--- config.mk ---
export PLATFORM = sky130hd
export DESIGN_NAME = tsc_cfg_regs
export DESIGN_NICKNAME = d
export VERILOG_FILES = /design/src/rtl/tsc_pkg.sv /design/src/rtl/tsc_cfg_regs.sv
export SDC_FILE = /design/constraint.sdc
export NUM_CORES = 1
export LEC_CHECK = 0
export BUFFER_PORTS_ARGS = -buffer_cell sky130_fd_sc_hd__buf_2
export CAP_MARGIN = 20
export CELL_PAD_IN_SITES_DETAIL_PLACEMENT = 1
export CELL_PAD_IN_SITES_GLOBAL_PLACEMENT = 1
export CORE_UTILIZATION = 40
export DETAILED_ROUTE_END_ITERATION = 10
export PLACE_DENSITY_LB_ADDON = 0.1
export SETUP_SLACK_MARGIN = 0.02
export SYNTH_ARGS = -nofsm -noshare
export SYNTH_HDL_FRONTEND = slang
export SYNTH_SLANG_ARGS = --single-unit
--- constraint.sdc ---
create_clock -name clk_i -period 1.5 [get_ports clk_i]
set_input_delay 0.3 -clock clk_i [delete_from_list [all_inputs] [get_ports clk_i]]
set_output_delay 0.3 -clock clk_i [all_outputs]
set_load 0.1 [all_outputs]
--- src/rtl/tsc_pkg.sv ---
package tsc_pkg;

  localparam int VTX_W      = 16;
  localparam int RATE_REG_W = 3;
  localparam int CFG_IDX_W  = 3;
  localparam int CFG_DATA_W = 16;

  localparam int FRAC_BITS_DEF         = 4;
  localparam int MAX_RATE_DEF          = 4;
  localparam int SAMPLE_COORD_BITS_DEF = 14;

  // register indexes
  localparam logic [CFG_IDX_W-1:0] REG_V0X  = 3'd0;
  localparam logic [CFG_IDX_W-1:0] REG_V0Y  = 3'd1;
  localparam logic [CFG_IDX_W-1:0] REG_V1X  = 3'd2;
  localparam logic [CFG_IDX_W-1:0] REG_V1Y  = 3'd3;
  localparam logic [CFG_IDX_W-1:0] REG_V2X  = 3'd4;
  localparam logic [CFG_IDX_W-1:0] REG_V2Y  = 3'd5;
  localparam logic [CFG_IDX_W-1:0] REG_RATE = 3'd6;

  typedef struct packed {
    logic signed [VTX_W-1:0] x;
    logic signed [VTX_W-1:0] y;
  } vtx_t;

  typedef vtx_t [2:0] tri_t;

endpackage

--- src/rtl/tsc_cfg_regs.sv ---
module tsc_cfg_regs import tsc_pkg::*; #(
  parameter int MAX_RATE = MAX_RATE_DEF,
  localparam int RB = $clog2(MAX_RATE + 1)
) (
  input  logic                  clk_i,
  input  logic                  rst_ni,
  input  logic                  cfg_we_i,
  input  logic [CFG_IDX_W-1:0]  cfg_idx_i,
  input  logic [CFG_DATA_W-1:0] cfg_wdata_i,
  output tri_t                  tri_o,
  output logic [RB-1:0]         rate_o
);

  tri_t                  tri_q;
  logic [RATE_REG_W-1:0] rate_q;

  always_ff @(posedge clk_i or negedge rst_ni) begin
    if (!rst_ni) begin
      tri_q  <= '0;
      rate_q <= RATE_REG_W'(1);
    end else if (cfg_we_i) begin
      unique case (cfg_idx_i)
        REG_V0X:  tri_q[0].x <= cfg_wdata_i;
        REG_V0Y:  tri_q[0].y <= cfg_wdata_i;
        REG_V1X:  tri_q[1].x <= cfg_wdata_i;
        REG_V1Y:  tri_q[1].y <= cfg_wdata_i;
        REG_V2X:  tri_q[2].x <= cfg_wdata_i;
        REG_V2Y:  tri_q[2].y <= cfg_wdata_i;
        REG_RATE: rate_q     <= cfg_wdata_i[RATE_REG_W-1:0];
        default: ;
      endcase
    end
  end

  // zero means one, anything past the limit saturates
  always_comb begin
    priority if (rate_q == '0) begin
      rate_o = RB'(1);
    end else if (int'(rate_q) > MAX_RATE) begin
      rate_o = RB'(MAX_RATE);
    end else begin
      rate_o = RB'(rate_q);
    end
  end

  assign tri_o = tri_q;

endmodule
Yosys cells after proc, flatten, opt, wreduce, memory -nomap -nowiden:

Cells that the tools add are included.

* magnitude comparators: 1
* equal/unequal tests: 6
* mux-type cells: 2
* reduce and logical (&&, ||, !) cells: 9

Operator list (number)
* $reduce_and A2 Y1: 7
* $eq A3 B3 Y1 const B: 3
* $eq A3 B2 Y1 const B: 2
* $logic_not A3 Y1: 2
* $mux W3: 2
* $eq A3 B1 Y1 const B: 1
* $gt A3 B3 Y1 const B: 1

* bits in registers: 99
* input port bits: 22
* output and inout port bits: 99

Longest topological paths before layout:

Gate-level depths: netlist of run 1.

* depth in word-level cells: 3
* mapped depth: 5
* mapped depth without buffers: 2

Worst setup path after synthesis of run 1:

Ideal clock, no wire load.

* path kind: register -> output
* start point: register rate_q[0]
* end point: output port rate_o[0]
* arrival time: 2.017 ns
* required time: 1.200 ns
* path slack: -0.817 ns
* cell stages (with the launch flop): 3
* cells stage by stage: dfstp_2 -> inv_1 -> a21oi_1

* longest elaborated chain between the ends: 3
* elaborated cells on any way between the ends: 4
* those cells by class: order compare: 1; mux: 2; reduce/logical: 1

Ends and longest elaborated chain
* from (decl): line tsc_cfg_regs.sv:15 `logic [RATE_REG_W-1:0] rate_q;`
* from (signal assigned): line tsc_cfg_regs.sv:29 `REG_RATE: rate_q <= cfg_wdata_i[RATE_REG_W-1:0];`
* $gt A3 B3 Y1: line tsc_cfg_regs.sv:39 `end else if (int'(rate_q) > MAX_RATE) begin`
* $mux W3: line tsc_cfg_regs.sv:39
* $mux W3 (*): line tsc_cfg_regs.sv:37 `priority if (rate_q == '0) begin`
* to (decl): line tsc_cfg_regs.sv:11 `output logic [RB-1:0] rate_o`

Mark *: on every way between the ends. The rest lies on a longest branch, timed or not.

Final worst setup path of run 1:

Same ends and word-level chain as after synthesis.

==> flow_metrics.env, run 1 <==
export IMPL_clock_path_buffers=2
export IMPL_htreeDepth=3
export IMPL_violations="setup timing"
export IMPL_drv_slew=0
export IMPL_synthFlopType="dfrtp_1"
export IMPL_arrival_ps=1260
export IMPL_required_ps=1200
export IMPL_async_flop_share=1.00
export IMPL_antenna_found_initial=0
export IMPL_drv_cap=0
export IMPL_drt_wl_total_um=8840
export IMPL_synth_xor_area_share=0
export IMPL_drcViolationCount=0
export IMPL_clk_pin_slew_ps=100
export IMPL_rows=35
export IMPL_clock_latency_ps=340
export IMPL_syn_area_per_cell_sq_um=17.8
export IMPL_outcome="finished with violations"
export IMPL_hold_viol_final=0
export IMPL_grt_ovfl_total=0
export IMPL_final_period_utilization=1.04
export IMPL_ys_seq_elements=99
export IMPL_rsz0062_at_grt="yes"
export IMPL_min_period_ps=1560
export IMPL_synth_common_cells="98 x dfrtp_1, 75 x mux2_2, 20 x mux2_4, 6 x buf_6, 4 x mux2_1"
export IMPL_synth_simple_gate_area_frac=0.0272
export IMPL_wire_per_inst_um=18.2
export IMPL_die_h_um=101
export IMPL_path_class="reg2out"
export IMPL_viasPerCell=4.78
export IMPL_synth_fp_nets=241
export IMPL_ys_warn_count=0
export IMPL_critPathMaxFanout=2
export IMPL_grt_use_total=0.185
export IMPL_ys_types=17
export IMPL_synth_fa_ha_area_frac=0
export IMPL_syn_inst=219
export IMPL_tritoncts="built"
export IMPL_io_buffers=120
export IMPL_yosysMostFrequentCell="dfrtp_1"
export IMPL_drive_above_1_share=0.709
export IMPL_start_util=0.419
export IMPL_first_global_vias=2439
export IMPL_relSlewSlack=0.668
export IMPL_min_path_type="in2reg"
export IMPL_core_sq_um=9330
export IMPL_root_buffer="clkbuf_8"
export IMPL_drt_pass1_iter_count=3
export IMPL_die_w_um=101
export IMPL_cts_buffers=9
export IMPL_nets=375
export IMPL_setup_viol=1
export IMPL_setup_ws_ps=-59.5
export IMPL_synthMuxAreaShare=0.305
export IMPL_timing_fmax_ghz=0.641
export IMPL_areaGrowthSynthToFinish_pct=33.9
export IMPL_num_vias=2329
export IMPL_io_pins=121
export IMPL_ys_top_cells_by_area="dfrtp_1 63%, mux2_2 22%, mux2_4 7.7%"
export IMPL_synth_top_area_cell="dfrtp_1"
export IMPL_yosysSeqAreaShare=0.635
export IMPL_synth_top_family_by_area="multiplexers"
export IMPL_synth_top_cell_area_share=0.628
export IMPL_tightest_slew_ps=501
export IMPL_post_route_util=0.561
export IMPL_cts_sinks=99
export IMPL_holdWs_ps=250
export IMPL_finClkSkew_ps=0
export IMPL_cp_start_kind="register"
export IMPL_gp_congestion=0.673
export IMPL_synth_edff_count=0
export IMPL_dp_cells=469
export IMPL_dp_hpwl_um=6100
export IMPL_fp_dieArea_sq_um=10200
export IMPL_ant_nets=0
export IMPL_instances_no_fill=487
export IMPL_grt_max_degree=30
export IMPL_syn_area_sq_um=3900
export IMPL_grt_pass1_wl_um=14000
export IMPL_diodes=0
export IMPL_nFillCells=934
export IMPL_drt_iter0_markers=38
export IMPL_synth_compound_area_frac=0.00128
export IMPL_end_kind="primary output"
-- worst paths after layout --
kind | slack (ps) | start | cells past startpoint | end
worst min register to register | 490 | tri_o[94]$_DFFE_PN0P_ | 1 | tri_o[94]$_DFFE_PN0P_
max in group asynchronous | 530 | rst_ni | 3 | rate_q[0]$_DFFE_PN1P_
worst min-delay path | 250 | cfg_wdata_i[12] | 2 | tri_o[92]$_DFFE_PN0P_
min in group asynchronous | 410 | rst_ni | 2 | tri_o[41]$_DFFE_PN0P_
worst max register to register | 660 | rate_q[2]$_DFFE_PN0P_ | 1 | rate_q[2]$_DFFE_PN0P_
worst max-delay path | -60 | rate_q[0]$_DFFE_PN1P_ | 3 | rate_o[0]
-- state kept, by name, indices dropped and copies added, names as in the netlist --
| signal | flops |
|---|---|
| tri_o | 96 |
| rate_q | 3 |
-- critical path, cell delays in order, from the launching register on --
cell and delay [ps]:
dfstp_2 550, inv_2 40, a21oi_4 140, buf_12 190
-- metrics by stage --
step	TNS, ps	setup WS [ps]	instance area (sq um)
2_1_floorplan	-118	-32.3	3950
3_3_place_gp	0	50.1	4820
3_5_place_dp	0	22.2	4820
4_1_cts	-92.9	-92.9	5070
5_1_grt	-145	-122	5230
6_report	-59.5	-59.5	5230
-- layer usage --
metal	track usage	vias to the layer above	share of wire
met5	0	-	0
met4	0.0435	0	0.0068
met3	0.0465	5	0.055
met2	0.288	74	0.47
met1	0.262	1199	0.46
li1	-	1051	-
-- logic make-up (layout without fill, tap and decap cells) --
| logic type | Yosys count | in the layout |
|---|---|---|
| compound gates | 1 | 1 |
| buf+inv | 12 | 151 |
| simple gates | 8 | 8 |
| flops | 99 | 99 |
| mux | 99 | 99 |
-- what timing repair did --
item / in CTS / in global routing
pin swaps: 1 / 0
gates cloned: 0 / 0
setup endpoints to repair: 11 / 66
hold endpoints to repair: 25 / 0
setup buffers: 1 / 0
gates resized for setup: 12 / 64
hold buffers: 1 / 0
-- placed cells by master, fill, tap and decap left out --
cell type and count:
buf_12 11, a21oi_4 1, and4bb_1 1, dlygate4sd3_1 1, dfrtp_1 97, nand4b_2 2
nand4b_1 1, inv_2 1, bufinv_16 1, buf_4 15, buf_2 43, mux2_4 27
inv_6 3, dfrtp_2 1, clkbuf_8 9, mux2_1 4, clkinv_4 1, dfstp_2 1
and4bb_2 2, clkbuf_4 64, mux2_2 68, clkinv_2 2, nor4b_4 1, nor2b_4 1
-- layout make-up --
class / count / area (sq um) / share of cell area
Inverter: 1 / 3.75 / 0.000718
Timing Repair Buffer: 134 / 1040 / 0.199
Clock inverter: 7 / 75.1 / 0.0144
Clock buffer: 9 / 124 / 0.0237
Multi-Input combinational cell: 108 / 1350 / 0.257
Sequential cell: 99 / 2480 / 0.474
Tap cell: 129 / 161 / 0.0309
Power of run 1 is not shown: default switching activity piles up to over one toggle a cycle in this logic, so the estimate is an artifact.
==> run 2, diff against run 1 <==
--- a/config.mk
+++ b/config.mk
@@ -9,9 +9,11 @@
 export CAP_MARGIN = 20
 export CELL_PAD_IN_SITES_DETAIL_PLACEMENT = 1
 export CELL_PAD_IN_SITES_GLOBAL_PLACEMENT = 1
+export CORE_ASPECT_RATIO = 1.5
 export CORE_UTILIZATION = 40
 export DETAILED_ROUTE_END_ITERATION = 10
 export PLACE_DENSITY_LB_ADDON = 0.1
+export REMOVE_ABC_BUFFERS = 1
 export SETUP_SLACK_MARGIN = 0.02
 export SYNTH_ARGS = -nofsm -noshare
 export SYNTH_HDL_FRONTEND = slang
==> run 2 against run 1 <==
Against the previous run:
- the run still ends with setup timing left
- final cell count shrank 3.1%
- global-route usage grew 0.42 points
- fmax grew 0.96%
- hold slack gained 12 ps
- routed wire length shrank 1.0%
- non-clock buffer count grew 3
- core utilization shrank 1.8 points
- sequential share of layout area grew 1.4 points
- via count grew 1.7%
- register-to-register slack gained 20 ps
- critical path type unchanged
- critical endpoint unchanged
- largest cell class unchanged
==> flow_metrics.env, run 2 (synthesized netlist as in run 1, its figures left out) <==
export IMPL_r2r_setup_slack_ps=680
export IMPL_grt_ovfl_total=0
export IMPL_arrival_ps=1240
export IMPL_end_kind="primary output"
export IMPL_nets=378
export IMPL_dp_hpwl_um=6310
export IMPL_hold_viol_final=0
export IMPL_nFillCells=955
export IMPL_max_stage_delay_ps=540
export IMPL_drt_iter0_markers=68
export IMPL_grt_max_degree=36
export IMPL_layout_common_cells="112 x buf_2, 98 x dfrtp_1, 75 x mux2_2, 20 x mux2_4, 11 x buf_4"
export IMPL_outcome="finished with violations"
export IMPL_path_class="reg2out"
export IMPL_drive_above_1_share=0.700
export IMPL_final_period_utilization=1.03
export IMPL_min_path_type="in2reg"
export IMPL_setup_ws_ps=-44.7
export IMPL_cts_buffers=9
export IMPL_cp_start_kind="register"
export IMPL_root_buffer="clkbuf_16"
export IMPL_clock_path_buffers=2
export IMPL_multi_input_area_sq_um=1310
export IMPL_post_cts_buffers=0
export IMPL_dp_cells=456
export IMPL_viasPerCell=5.02
export IMPL_diodes=0
export IMPL_areaGrowthSynthToFinish_pct=30.1
export IMPL_drt_wl_total_um=8760
export IMPL_drt_pass1_iter_count=2
export IMPL_grt_use_total=0.189
export IMPL_clk_pin_slew_ps=60
export IMPL_r2r_end="rate_q[2]$_DFFE_PN0P_"
export IMPL_die_w_um=82.7
export IMPL_holdWs_ps=262
export IMPL_drv_slew=0
export IMPL_grt_pass1_wl_um=13800
export IMPL_min_period_ps=1540
export IMPL_cts_sinks=99
export IMPL_ant_nets=0
export IMPL_regArea_sq_um=2480
export IMPL_rr_worst_depth=1
export IMPL_core_sq_um=9360
export IMPL_antenna_found_initial=0
export IMPL_whs_path_depth=2
export IMPL_tightest_slew_ps=515
export IMPL_crit_family="flip-flops"
export IMPL_largest_reg_flops=96
export IMPL_relSlewSlack=0.659
export IMPL_fp_dieArea_sq_um=10200
export IMPL_whs_endpoint="tri_o[94]$_DFFE_PN0P_"
export IMPL_clock_latency_ps=330
export IMPL_gp_congestion=0.674
export IMPL_rows=43
export IMPL_htreeDepth=3
export IMPL_setup_viol=2
export IMPL_wire_per_inst_um=18.5
export IMPL_drcViolationCount=0
export IMPL_cp_cell_sequence="inv_2 > a21oi_4 > buf_12"
export IMPL_critPathMaxFanout=2
export IMPL_instances_no_fill=472
export IMPL_crit_buf_inv=2
export IMPL_final_common_cell="buf_2"
export IMPL_first_global_vias=2521
export IMPL_required_ps=1200
export IMPL_tritoncts="built"
export IMPL_critPathSlowestCell="dfstp_2"
export IMPL_violations="setup timing"
export IMPL_hp_start="cfg_wdata_i[14]"
export IMPL_timing_fmax_ghz=0.647
export IMPL_rsz0062_at_grt="yes"
export IMPL_rr_startpoint="rate_q[2]$_DFFE_PN0P_"
export IMPL_io_pins=121
export IMPL_drv_cap=0
export IMPL_io_buffers=120
export IMPL_finClkSkew_ps=0
export IMPL_start_util=0.417
export IMPL_die_h_um=123
export IMPL_num_vias=2369
run 2: cell count changes in the layout (fill, tap and decap cells not counted), sizes merged:
cell / before / now
clkbuf: 73 / 18
clkinvlp: 0 / 1
inv: 4 / 1
bufinv: 1 / 0
buf: 69 / 132
clkinv: 3 / 0
run 2: stage by stage:
step / setup slack, ps / area, sq um / utilization / setup TNS [ps]
global route: -83.3 / 5080 / 0.543 / -130
global placement: 54.8 / 4760 / 0.509 / 0
CTS: -53.3 / 5070 / 0.542 / -85.5
floorplan: -1170 / 3780 / - / -2370
finish: -44.7 / 5080 / 0.543 / -53.7
detailed placement: 15.4 / 4760 / 0.509 / 0
run 2: what timing repair did:
item                                    4_1_cts  5_1_grt
endpoints found under the setup margin        3        6
hold buffers                                  1        0
cloned                                        0        0
pin swaps                                     1        0
endpoints found under the hold margin        29        0
gates resized for setup                       4        4
run 2: final cells by class:
class                   instances  area share
clock buffers                  14      0.0539
clock inverters                 1     0.00148
inverters                       1    0.000739
multi-input cells             108       0.258
flip-flops and latches         99       0.488
well taps                     112      0.0276
repair buffers                137       0.170
run 2: routing by layer:
layer  GRT usage  wire length [um]  share of wire
met5           0                 0              0
met1       0.242              3720           0.42
met3      0.0590               597          0.068
met2       0.298              4310           0.49
met4      0.0711               125          0.014
run 2: how the worst max path moves through the flow:
stage / startpoint / to / slack [ps] / cells past startpoint
2_1_floorplan: rate_q[2]$_DFFE_PN0P_ / rate_o[0] / -1170 / 1
3_3_place_gp: cfg_idx_i[2] / tri_o[52]$_DFFE_PN0P_ / 50 / 4
3_5_place_dp: cfg_idx_i[0] / tri_o[80]$_DFFE_PN0P_ / 20 / 4
4_1_cts: rate_q[0]$_DFFE_PN1P_ / rate_o[0] / -50 / 3
5_1_grt: rate_q[0]$_DFFE_PN1P_ / rate_o[0] / -80 / 3
6_report: rate_q[0]$_DFFE_PN1P_ / rate_o[0] / -40 / 3
Power of run 2 is left out for the same reason.
